==> src/rtl/core/sem_isqrt.sv <==
// ----------------------------------------------------------------------------
// sem_isqrt
// iterative floor square root, one result bit per cycle
// ----------------------------------------------------------------------------
module sem_isqrt (
  input  logic        clk_i,
  input  logic        rst_ni,
  input  logic        start_i,
  input  logic [17:0] radicand_i,
  output logic        busy_o,
  output logic [8:0]  root_o
);

  logic [17:0] rad_q;
  logic [9:0]  rem_q;
  logic [8:0]  root_q;
  logic [3:0]  cnt_q;
  logic [11:0] rem_sh;
  logic [11:0] trial;

  assign rem_sh = {rem_q, rad_q[17:16]};
  assign trial  = {1'b0, root_q, 2'b01};

  always_ff @(posedge clk_i or negedge rst_ni) begin
    if (!rst_ni) begin
      cnt_q <= '0;
    end else if (start_i) begin
      cnt_q <= 4'd9;
    end else if (cnt_q != 4'd0) begin
      cnt_q <= cnt_q - 4'd1;
    end
  end

  always_ff @(posedge clk_i) begin
    if (start_i) begin
      rad_q  <= radicand_i;
      rem_q  <= '0;
      root_q <= '0;
    end else if (cnt_q != 4'd0) begin
      rad_q <= {rad_q[15:0], 2'b00};
      if (rem_sh >= trial) begin
        rem_q  <= 10'(rem_sh - trial);
        root_q <= {root_q[7:0], 1'b1};
      end else begin
        rem_q  <= rem_sh[9:0];
        root_q <= {root_q[7:0], 1'b0};
      end
    end
  end

  assign busy_o = (cnt_q != 4'd0);
  assign root_o = root_q;

endmodule

==> config.mk <==
export PLATFORM = sky130hd
export DESIGN_NAME = sem_isqrt
export DESIGN_NICKNAME = d
export VERILOG_FILES = /design/src/rtl/core/sem_isqrt.sv
export SDC_FILE = /design/constraint.sdc
export NUM_CORES = 1
export LEC_CHECK = 0
export ABC_AREA = 1
export BUFFER_PORTS_ARGS = -buffer_cell sky130_fd_sc_hd__buf_2
export CAP_MARGIN = 20
export CORE_MARGIN = 2
export CORE_UTILIZATION = 57
export CTS_CLUSTER_SIZE = 8
export DETAILED_ROUTE_END_ITERATION = 6
export HOLD_SLACK_MARGIN = 0.03
export PLACE_DENSITY = 0.8
export SYNTH_ARGS = -nofsm -noshare
export SYNTH_HDL_FRONTEND = slang
export SYNTH_SLANG_ARGS = --single-unit
==> constraint.sdc <==
create_clock -name clk_i -period 2.2 [get_ports clk_i]
set_input_delay 0.22 -clock clk_i [delete_from_list [all_inputs] [get_ports clk_i]]
set_output_delay 0.22 -clock clk_i [all_outputs]
set_load 0.03 [all_outputs]
==> results.md <==
- The flow ran to the end, and the final reports show no timing, DRC or antenna violations.
- The routed design could run at a clock period as short as roughly 1900 ps.
- At the end of routability-driven placement, the weighted congestion stood at between 0.9 and 1.
- The mapped cell area is around 0.0023 mm2.
- After the first detailed-routing iteration, the DRC count stood at 121.
- The die is a little under 70 um tall.
- The worst slew slack as a fraction of its limit is 0.593.
- The number of gates resized after cts is 0.
- The level count of the clock H-tree is 2.
- The final layout net count is ~370.
- In the routed design, unresolved DRC markers number 0.
- The worst setup path is launched from a flop.
- The netlist uses 29 different library cells.
- The depth of the worst register-to-register path is 8.
- The power density of the placed cells is 1280 mW/mm2.
- The first-pass GRT wire length is a little over 8000 um.
- In this run the critical register-to-register path is launched from cnt_q[0]$_DFFE_PN0P_.
- The number of cells after detailed placement is 376.
- The post-synthesis share of cell area spent on xor and xnor gates is 0.0114.
- Buffers inserted to repair hold after CTS numbered 1.
- For this run, the number of Yosys warnings is 0.
- The critical setup path kind is flop to flop.
- The reg-to-reg critical path endpoint is root_o[3]$_SDFFE_PP0P_.
- The compound-cell area share of the yosys netlist is 0.0651.
- After detailed routing, the number of vias per cell comes to 5.06.
- After synthesis, the largest family of logic cells by area is simple AND/OR/NAND/NOR gates.
- The clock arrives with ~5 ps of skew.
- The final number of setup-violating endpoints is 0.
- The number of nets with antenna violations after routing is 0.
- The slowest cell on the critical path is dfrtp_1.
- The via count of the first global-routing pass is between 1500 and 2000.
- The net count after synthesis is 333.
- Summed over all failing endpoints, the final setup total negative slack is 0 ps.
- Setup repair after global routing left no endpoint under its margin.
- The total count of hold-check failures in the final report is 0.
- The library cell used as clock root buffer is clkbuf_8.
- The number of setup buffers added after CTS is 0.
- STA classifies the critical path endpoint as a flop.
- The synthesis-to-layout area growth is 13.1%.
- The most frequently used cell type in the post-synthesis netlist is nand2_1.
- For the pin with the worst max-slew slack, the measured transition is about 600 ps.
- Walking the worst path, the cells encountered are inv_1 -> ha_1 -> nand2_2 -> nor2_4 -> inv_2 -> nor2_4 -> inv_2 -> o22ai_1.
- The dominant synthesized flop cell is dfxtp_1.
- Of the synthesized area, sequential elements account for 0.443.
- Across every metal layer, demand over resource in global routing totals 0.241.
- The final routed wire length divided by cell count is 12.4 um.
- In this run, synthesis inferred 18 flip-flops with an integrated enable.
- Synthesis inferred 41 register bits.
- The number of buffers on the longest clock path is 2.
- For this run the aggregate overflow at the end of global routing stands at 0.
- Of the post-synthesis cell area, the dominant cell type holds 0.234.
- The reported leakage power is between 1 and 1.5 nW.
- Along the worst path, the maximum fanout reaches 31.
- For this run, the slowest stage of the critical path takes between 300 and 400 ps.
- The worst-case setup slack after placement is 272 ps.
- The initial antenna violation count is 0.
- Summing internal, switching and leakage power gives between 3 and 4 mW.
- The path class of the tightest hold or removal check is input port to flop.
- The startpoint of the most critical hold path is radicand_i[0].
- The mean area per synthesized cell is 7.69 um2.
- By count the netlist is led by nand2_1 (109), inv_1 (48), nand3_1 (23).
- The wire length reported by the detailed router is 4780 um.
- Row generation in the floorplan step produced 23 rows.
- The arrival time at the worst endpoint is about 2100 ps.
- The smallest setup slack after layout is 287 ps.
- Based on the critical path, the design can be clocked at up to approximately 520 MHz.
- The wire-length estimate of the detail-placed layout is 3490 um.
- The detailed router placed 1950 vias in this run.
- Entering global routing, the biggest net connects 32 pins.
- The path with the worst hold slack has its endpoint at rad_q[0]$_SDFFCE_PN0P_.
- The count of antenna diodes in the layout is 0.
- By area the synthesized netlist is led by edfxtp_1 (23%), nand2_1 (18%), dfxtp_1 (16%), inv_1 (7.8%), ha_1 (6.5%).
- Of the total synthesized cell area, the portion taken by full adders, half adders and majority gates is 0.0651.
- The width of the chip is about 68 um.
- Measured against the total synthesized area, the mux share comes to 0.
- Synthesis produced a netlist whose cell count is 300.
- The biggest area contributor in the post-synthesis netlist is edfxtp_1.
- The register-to-register setup slack is around 290 ps.
- The max-slew violation count is 0.
- Clock latency on the worst-skew pair, taken at its later pin, is 290 ps.
- The post-route worst hold slack is roughly 190 ps.
- Leaving out filler cells and counting taps, the final layout contains 385.
- CTS saw around 40 sinks.
- Of the total synthesized cell area, the portion taken by AND, OR, NAND and NOR gates is 0.315.
- The fraction of layout instances using a drive strength above 1 is 0.155.
- The number of CTS-inserted buffers is 5.
- TritonCTS built the clock tree.
- IR analysis of the VDD net gives a maximum drop of 0.628 mV.
- STA puts the critical path data required time at 2400 ps.
- Across the run, the number of max-cap violations was 0.
- The clock transition at the register clock pins on the worst setup and hold paths after CTS is 80 ps.
- The die covers about 0.0046 mm2.
- The share of synthesized registers carrying an async set or reset is 0.0976.
- The starting density of the core is 0.585.
- The number of placed I/O pins is 31.
- For this run, the detailed router's first-pass iteration total came to 5.
- In the finished design, the share of the clock period the worst path needs comes to 0.870.
- The core region is around 0.0039 mm2.
- The worst hold path passes through 3 cells.
- During placement, the flow inserted port buffers numbering 30.
## flip-flops by register name, indices dropped and copies added (netlist names)
name,cells
rem_q,10
cnt_q,4
root_o,9
rad_q,18
## worst max path at each step
stage	startpoint	end	slack, ps	cells after the start
6_report	cnt_q[0]$_DFFE_PN0P_	root_o[3]$_SDFFE_PP0P_	290	8
5_1_grt	cnt_q[0]$_DFFE_PN0P_	root_o[0]$_SDFFE_PP0P_	110	8
2_1_floorplan	root_o[1]$_SDFFE_PP0P_	rem_q[0]$_SDFFE_PP0P_	300	9
3_5_place_dp	cnt_q[0]$_DFFE_PN0P_	root_o[3]$_SDFFE_PP0P_	270	8
3_3_place_gp	cnt_q[0]$_DFFE_PN0P_	root_o[3]$_SDFFE_PP0P_	330	8
4_1_cts	cnt_q[0]$_DFFE_PN0P_	root_o[3]$_SDFFE_PP0P_	250	8
## metrics by stage
step	util	instance area, um2
after floorplan	-	2310
after global placement	0.632	2490
after detailed placement	0.632	2490
after CTS	0.662	2610
after global routing	0.662	2610
final	0.662	2610
## worst max-delay path: cells and delay by family (launching register included)
family,cells,cell delay [ps]
flip-flops,1,360
AO/OA/AOI/OAI,1,250
adder cells (fa/ha/maj),1,210
AND/OR/NAND/NOR,3,490
buffers and inverters,3,510
## layout make-up
cell class / count / area [um2]
inverter: 53 / 199
clock buffer: 6 / 72.6
multi-input combinational: 201 / 1050
sequential: 41 / 1020
clock inverter: 2 / 33.8
timing repair buffer: 32 / 168
tap: 50 / 62.6
fill: 324 / 1330
## per-layer routing
| layer | routed length [um] | up-vias | part of all wire | GRT usage |
|---|---|---|---|---|
| li1 | - | 1024 | - | - |
| met1 | 2180 | 881 | 0.46 | 0.286 |
| met2 | 2370 | 39 | 0.49 | 0.424 |
| met3 | 173 | 6 | 0.036 | 0.0533 |
| met4 | 62 | 0 | 0.013 | 0.0893 |
| met5 | 0 | - | 0 | 0 |
## cell families after synthesis
logic type,after synthesis
simple gates,161
buf+inv,58
flops,41
compound gates,25
fa+ha+maj,12
xor+xnor,3
## cell usage in the layout, fill, tap and decap left out, types with 3 or more instances in the layout
cell | Yosys | layout
ha_1 | 12 | 12
o21ai_0 | 5 | 5
dfrtp_1 | 4 | 4
inv_2 | 4 | 4
inv_1 | 48 | 48
edfxtp_1 | 18 | 18
o22ai_1 | 9 | 9
nand2_2 | 3 | 3
nand4_1 | 10 | 10
dfxtp_1 | 19 | 19
nand3_1 | 23 | 23
nor2_1 | 8 | 8
buf_2 | 0 | 30
clkbuf_8 | 0 | 5
nand2_1 | 109 | 109
a21oi_1 | 7 | 7
## report_power, final
group          internal (mW)  leakage (nW)  total (mW)  switching [mW]
Sequential             0.950         0.403        1.04          0.0920
Clock                  0.335        0.0528       0.589           0.254
Combinational          0.626         0.899        1.72            1.09
No activity file was read; power rests on OpenSTA's default activity.
