`config.mk`:
```
export PLATFORM = sky130hd
export DESIGN_NAME = sem_win_cell
export DESIGN_NICKNAME = d
export VERILOG_FILES = /design/src/rtl/core/sem_pkg.sv /design/src/rtl/core/sem_win_cell.sv
export SDC_FILE = /design/constraint.sdc
export NUM_CORES = 1
export LEC_CHECK = 0
export BUFFER_PORTS_ARGS = -buffer_cell sky130_fd_sc_hd__buf_2
export CORE_MARGIN = 10
export CORE_UTILIZATION = 40
export DETAILED_ROUTE_END_ITERATION = 16
export GPL_TIMING_DRIVEN = 0
export PLACE_DENSITY = 0.57
export SYNTH_ARGS = -nofsm -noshare
export SYNTH_HDL_FRONTEND = slang
export SYNTH_SLANG_ARGS = --single-unit
```
`constraint.sdc`:
```
create_clock -name clk_i -period 10.1 [get_ports clk_i]
set_input_delay 0 -clock clk_i [delete_from_list [all_inputs] [get_ports clk_i]]
set_output_delay 0 -clock clk_i [all_outputs]
set_load 0.01 [all_outputs]
```
`src/rtl/core/sem_pkg.sv`:
```
// ----------------------------------------------------------------------------
// sem_pkg
// types and constants of the sobel edge magnitude block
// ----------------------------------------------------------------------------
package sem_pkg;

  localparam int unsigned GRAY_W = 8;
  localparam int unsigned COEF_W = 4;
  localparam int unsigned PART_W = 14;
  localparam int unsigned SUM_W  = 16;
  localparam int unsigned ROW_W  = 18;

  localparam logic [8:0]  LUMA_R = 9'd299;
  localparam logic [9:0]  LUMA_G = 10'd587;
  localparam logic [6:0]  LUMA_B = 7'd114;
  // ceil(2^28 / 1000), exact floor divide for sums up to 255000
  localparam logic [18:0] RECIP_1000 = 19'd268436;
  localparam int unsigned RECIP_SHIFT = 28;

  localparam logic [11:0] WIDTH_RST  = 12'd640;
  localparam logic [15:0] HEIGHT_RST = 16'd480;
  localparam logic [35:0] MASK_X_RST = 36'd4548780303;
  localparam logic [35:0] MASK_Y_RST = 36'd4848619503;

  typedef enum logic [1:0] {
    REG_WIDTH  = 2'd0,
    REG_HEIGHT = 2'd1,
    REG_MASK_X = 2'd2,
    REG_MASK_Y = 2'd3
  } reg_idx_e;

  typedef enum logic [2:0] {
    S_IDLE,
    S_GRAY,
    S_WIN,
    S_CONV,
    S_ROOT_GO,
    S_ROOT_WAIT,
    S_OUT
  } state_e;

  typedef struct packed {
    logic       shift;
    logic [2:0] row_ok;
  } cell_ctl_t;

endpackage

```
`src/rtl/core/sem_win_cell.sv`:
```
// ----------------------------------------------------------------------------
// sem_win_cell
// one window column: three gray pixels and their weighted partial sums
// ----------------------------------------------------------------------------
module sem_win_cell (
  input  logic                                   clk_i,
  input  sem_pkg::cell_ctl_t                     ctl_i,
  input  logic                                   col_ok_i,
  input  logic [2:0][sem_pkg::GRAY_W-1:0]        pix_i,
  input  logic [2:0][sem_pkg::COEF_W-1:0]        coef_x_i,
  input  logic [2:0][sem_pkg::COEF_W-1:0]        coef_y_i,
  output logic [2:0][sem_pkg::GRAY_W-1:0]        pix_o,
  output logic signed [sem_pkg::PART_W-1:0]      part_x_o,
  output logic signed [sem_pkg::PART_W-1:0]      part_y_o
);

  logic [2:0][sem_pkg::GRAY_W-1:0] pix_q;

  always_ff @(posedge clk_i) begin
    if (ctl_i.shift) begin
      pix_q <= pix_i;
    end
  end

  always_comb begin
    logic signed [sem_pkg::PART_W-1:0] px;
    logic signed [sem_pkg::PART_W-1:0] cx;
    logic signed [sem_pkg::PART_W-1:0] cy;
    logic signed [sem_pkg::PART_W-1:0] sx;
    logic signed [sem_pkg::PART_W-1:0] sy;
    sx = '0;
    sy = '0;
    for (int r = 0; r < 3; r++) begin
      px = $signed({6'b0, pix_q[r]});
      cx = $signed({{10{coef_x_i[r][3]}}, coef_x_i[r]});
      cy = $signed({{10{coef_y_i[r][3]}}, coef_y_i[r]});
      if (col_ok_i && ctl_i.row_ok[r]) begin
        sx = sx + px * cx;
        sy = sy + px * cy;
      end
    end
    part_x_o = sx;
    part_y_o = sy;
  end

  assign pix_o = pix_q;

endmodule

```
==> results of run 1 <==
==> path summary, 6_finish.rpt <==
path      from      endpoint  slack [ps]  cells past startpoint
max   pix_o[0]  part_y_o[13]         920                     34
min   ctl_i[3]      pix_o[8]         270                      1
==> cell usage in the layout (no fill, tap or decap), drive strengths merged, types with 4 or more instances in the layout <==
master,netlist,layout
and2,87,87
o31ai,8,8
inv,186,186
mux2,13,13
nor2,53,53
xor2,14,14
buf,0,104
or3,5,5
ha,162,162
nand2,115,115
o21ai,36,36
and3,8,8
nand2b,32,32
o21bai,4,4
nor2b,14,14
xnor2,34,34
a21o,13,13
a21boi,4,4
clkbuf,12,15
dlygate4sd3,0,24
fa,120,120
a21oi,37,37
edfxtp,24,24
o211ai,5,5
a31oi,8,8
nand3,7,7
or2,4,4
nor3,20,20
==> layout make-up <==
cell class | instances | share of cell area [%]
Clock inverter | 1 | 0.291
Clock buffer | 3 | 0.727
Inverter | 186 | 6.76
Multi-Input combinational cell | 833 | 74.0
Tap cell | 285 | 3.45
Buffer | 12 | 0.436
Sequential cell | 24 | 6.98
Timing Repair Buffer | 128 | 7.37
==> metrics by stage <==
| stage | power [mW] | util, % | cells | hold slack (ps) |
|---|---|---|---|---|
| after global routing | 2.10 | 45.9 | 1472 | 299 |
| after floorplan | 1.35 | - | 1055 | 98.9 |
| after detailed placement | 1.69 | 44.4 | 1444 | 178 |
| after CTS | 1.84 | 45.9 | 1472 | 263 |
| final | 1.82 | 45.9 | 1472 | 271 |
| after global placement | 1.69 | 44.4 | 1444 | 177 |
==> cell families after synthesis <==
kind of cell               count (synthesis)
and+or+nand+nor                          351
adders and majority gates                282
buffers and inverters                    198
AOI/OAI and AO/OA                        136
xor gates and xnor gates                  48
DFF                                       24
muxes                                     16
==> per-layer routing <==
layer,wire length (µm),share of wire (%),track usage [%]
met1,11500,50,22.8
met2,10100,44,26.0
met3,1270,5.5,3.29
met5,13,0.056,0
met4,206,0.89,1.66
==> where the power goes <==
part / total [mW] / leakage [nW] / switching [mW] / internal (mW)
Combinational: 1.56 / 5.01 / 0.852 / 0.705
Sequential: 0.142 / 0.235 / 0.0232 / 0.119
Clock: 0.121 / 0.0511 / 0.0418 / 0.0791
==> what timing repair did <==
action                     CTS  global route
resized for setup            0             0
setup endpoints to repair    0             0
hold endpoints to repair    24             0
hold buffers                24             0
==> results.json, run 1 <==
{
  "path_clk_slew_ps": 70,
  "coreArea_um2": 22500,
  "synth-seq-cells": 24,
  "netlist_top_cells_area": "fa_1, ha_1, edfxtp_1",
  "io_pins": 106,
  "cts_htree_levels": 1,
  "worst_setup_path_end_kind": "output pin",
  "vias": 7394,
  "post-synth-top-count-cell": "inv_1",
  "synth_compound_area_share_pct": 9.43,
  "largest_reg_flops": 24,
  "area_delta_synth_final_pct": 13.4,
  "yosysWarningCount": 0,
  "critical-path-max-stage-delay_ps": 540,
  "nets": 1524,
  "synth_top_area_share_pct": 26.4,
  "viasPerCell": 5.02,
  "layout_setup_ws_ps": 922,
  "syn_area_per_cell_um2": 8.63,
  "synth_nets": 1391,
  "cts_max_path_buffers": 2,
  "antenna_found_initial": 1,
  "grt_pass1_vias": 7697,
  "routabilityCongestion": 0.814,
  "clockRootBuffer": "clkbuf_16",
  "synth_top_flop_cell": "edfxtp_1",
  "grt_max_degree": 25,
  "dieArea_um2": 29200,
  "antenna_left": 0,
  "die_w_um": 171,
  "tritoncts": "done",
  "cp_top_family": "adder cells",
  "ir_worst_vdd_mv": 0.0864,
  "path_buf_inv": 7,
  "avgRoutedWirePerCell_um": 15.6,
  "holdCritPathClass": "in -> reg",
  "cp_common_cell": "fa_1",
  "worst_slew_pin_slew_ps": 789,
  "final_layout_size_suffix_gt1_share_pct": 10.8,
  "post_dp_cell_area_um2": 9980,
  "min_period_ps": 9180,
  "synth_xor_area_share_pct": 4.62,
  "die_h_um": 171,
  "post-place-ws_ps": 1190,
  "dr.pass1.iters": 5,
  "path_class": "reg -> out",
  "rsz0062_at_grt": "no",
  "crit_path_start_kind": "flip-flop",
  "synthCells": 1055,
  "worstPathRequired_ps": 10100,
  "synth-simple-area-share_pct": 19.3,
  "dr.first_iter.drc_count": 297,
  "multi_input_area_um2": 7640,
  "diodes": 0,
  "drt_wl_total_mm": 23.0,
  "max-slew-margin-rel_pct": 47.4,
  "slew_violations": 0,
  "final-hold-violation-count": 0,
  "power_density_nw_per_um2": 176,
  "seqCellArea_um2": 721,
  "fmax_mhz": 109,
  "p_leak_nw": 5.30,
  "cap_violations": 0,
  "fin_crit_sh_pct": 90.9,
  "ys_top_cells_by_count": "inv_1, ha_1, fa_1",
  "grt-ovfl-total": 0,
  "grt_usage_pct": 16.2,
  "yosysTopAreaCell": "fa_1",
  "path_max_fanout": 9,
  "synthArstFlopShare_pct": 0,
  "outcome": "complete, no violations",
  "drc": 0,
  "cts_buffers": 3,
  "synth-edff-count": 24,
  "io_buffer_count": 104,
  "synthDistinctLibCells": 47,
  "design_area_um2": 10300,
  "fill_cells": 2215,
  "cts_sinks": 24,
  "cts_setup_buffers": 0,
  "row_count": 55,
  "post-dp-hpwl_mm": 19.6,
  "cp.arrival_ps": 9180,
  "finalSetupViolCount": 0,
  "grt_pass1_wl_mm": 38.6,
  "synthAdderAreaFrac_pct": 48.6,
  "mappedNetlistArea_um2": 9100,
  "start_util_pct": 40.5,
  "fin_setup_tns_ps": 0,
  "synthMuxAreaShare_pct": 1.98,
  "ys_seq_area_share_pct": 7.92,
  "critPathSlowestCell": "fa_1",
  "synth_top_family_by_area": "adder cells"
}
Power figures use the tool's default switching activity.
==> inputs of run 2 (changes only) <==
PLACE_DENSITY = 0.64   (was 0.57)
RECOVER_POWER = 50   (was unset)
==> results.json, run 2 (synthesized netlist as in run 1, its figures left out) <==
{
  "outcome": "complete, no violations",
  "switching_share_pct": 50.4,
  "cts_sinks": 24,
  "holdPathStages": 2,
  "largest_reg_flops": 24,
  "final_layout_size_suffix_gt1_share_pct": 10.4,
  "min_to": "pix_o[12]",
  "dieArea_um2": 29200,
  "grt_usage_pct": 16.2,
  "vias": 7456,
  "holdCritPathClass": "in -> reg",
  "grt-ovfl-total": 0,
  "area_delta_synth_final_pct": 13.4,
  "fmax_mhz": 107,
  "p_switching_mw": 0.918,
  "cp_top_family": "adder cells",
  "cts_htree_levels": 1,
  "dr.pass1.iters": 4,
  "cts_buffers": 3,
  "min_period_ps": 9310,
  "row_count": 55,
  "p_leak_nw": 5.29,
  "path_max_fanout": 9,
  "cp.arrival_ps": 9310,
  "io_pins": 106,
  "die_w_um": 171,
  "drc": 0,
  "power.share.clock_pct": 6.6,
  "cp.depth": 33,
  "post-dp-hpwl_mm": 19.5,
  "fin_setup_tns_ps": 0,
  "grt_pass1_vias": 7551,
  "worst_setup_path_end_kind": "output pin",
  "die_h_um": 171,
  "worstPathRequired_ps": 10100,
  "start_util_pct": 40.5,
  "finalPower_mw": 1.82,
  "layout_common_cells": "inv_1, ha_1, fa_1, nand2_1, buf_2",
  "max-slew-margin-rel_pct": 3.76,
  "path_clk_slew_ps": 70,
  "worstHoldStart": "pix_i[12]",
  "finalSetupViolCount": 0,
  "grt_max_degree": 25,
  "power_frac_comb_pct": 85.6,
  "routabilityCongestion": 0.857,
  "path_class": "reg -> out",
  "ir_worst_vdd_mv": 0.0863,
  "coreArea_um2": 22500,
  "cts_setup_buffers": 0,
  "tritoncts": "done",
  "cts_max_path_buffers": 2,
  "final-hold-violation-count": 0,
  "crit_path_start_kind": "flip-flop",
  "rsz0062_at_grt": "no",
  "antenna_found_initial": 2,
  "cell_internal_pwr_mw": 0.902,
  "io_buffer_count": 104,
  "fin_crit_sh_pct": 92.1,
  "dr.first_iter.drc_count": 359,
  "utilization_pct": 45.9,
  "path_buf_inv": 7,
  "avgRoutedWirePerCell_um": 15.7,
  "critical-path-max-stage-delay_ps": 600,
  "cap_violations": 0,
  "cp_common_cell": "fa_1",
  "clockRootBuffer": "clkbuf_16",
  "drt_wl_total_mm": 23.1,
  "p_seq_share_pct": 7.8,
  "grt_pass1_wl_mm": 38.4,
  "critPathSlowestCell": "fa_1",
  "layout_commonest_cell": "inv_1",
  "worst_slew_pin_slew_ps": 1440,
  "power_density_nw_per_um2": 176,
  "viasPerCell": 5.06,
  "antenna_left": 0,
  "nets": 1524,
  "slew_violations": 0
}
run 2: cell type report:
cell class / instances / area, µm²
Timing Repair Buffer: 128 / 754
Fill cell: 2178 / 12200
Inverter: 186 / 698
Multi-Input combinational cell: 833 / 7640
Clock inverter: 1 / 30.0
Antenna cell: 1 / 2.50
Buffer: 12 / 45.0
Tap cell: 285 / 357
Clock buffer: 3 / 75.1
Sequential cell: 24 / 721
run 2: how the worst max path moves through the flow:
stage              from           end  slack [ps]
2_1_floorplan  pix_o[0]  part_y_o[13]        2020
3_3_place_gp   pix_o[0]  part_y_o[13]        1160
3_5_place_dp   pix_o[0]  part_y_o[13]        1070
4_1_cts        pix_o[0]  part_y_o[13]         750
5_1_grt        pix_o[0]  part_y_o[13]          80
6_report       pix_o[0]  part_y_o[13]         790
run 2: layer usage:
layer,routed length (µm),up-vias,global-route usage [%]
li1,-,3684,-
met1,11200,3593,22.3
met2,10300,162,26.4
met3,1410,15,3.23
met4,174,2,1.32
met5,17,-,0
run 2: per-stage QoR:
| stage | setup slack, ps | hold WS [ps] | cell area, µm² | cells |
|---|---|---|---|---|
| global placement | 1160 | 177 | 9980 | 1444 |
| finish | 794 | 440 | 10300 | 1473 |
| floorplan | 2020 | 98.9 | 9100 | 1055 |
| detailed placement | 1070 | 178 | 9980 | 1444 |
| global route | 80.7 | 439 | 10300 | 1472 |
| CTS | 746 | 261 | 10300 | 1472 |
run 2: repair_timing:
action	CTS	global route
setup endpoints to repair	0	0
gates resized for setup	0	0
hold endpoints to repair	24	0
hold buffers	24	0
run 2: power by group through the flow:
stage | Combinational, mW | Clock (mW) | Sequential (mW)
floorplan | 1.21 | 0 | 0.136
global placement | 1.53 | 0 | 0.144
detailed placement | 1.55 | 0 | 0.144
CTS | 1.57 | 0.119 | 0.142
global route | 1.81 | 0.126 | 0.144
finish | 1.56 | 0.120 | 0.142
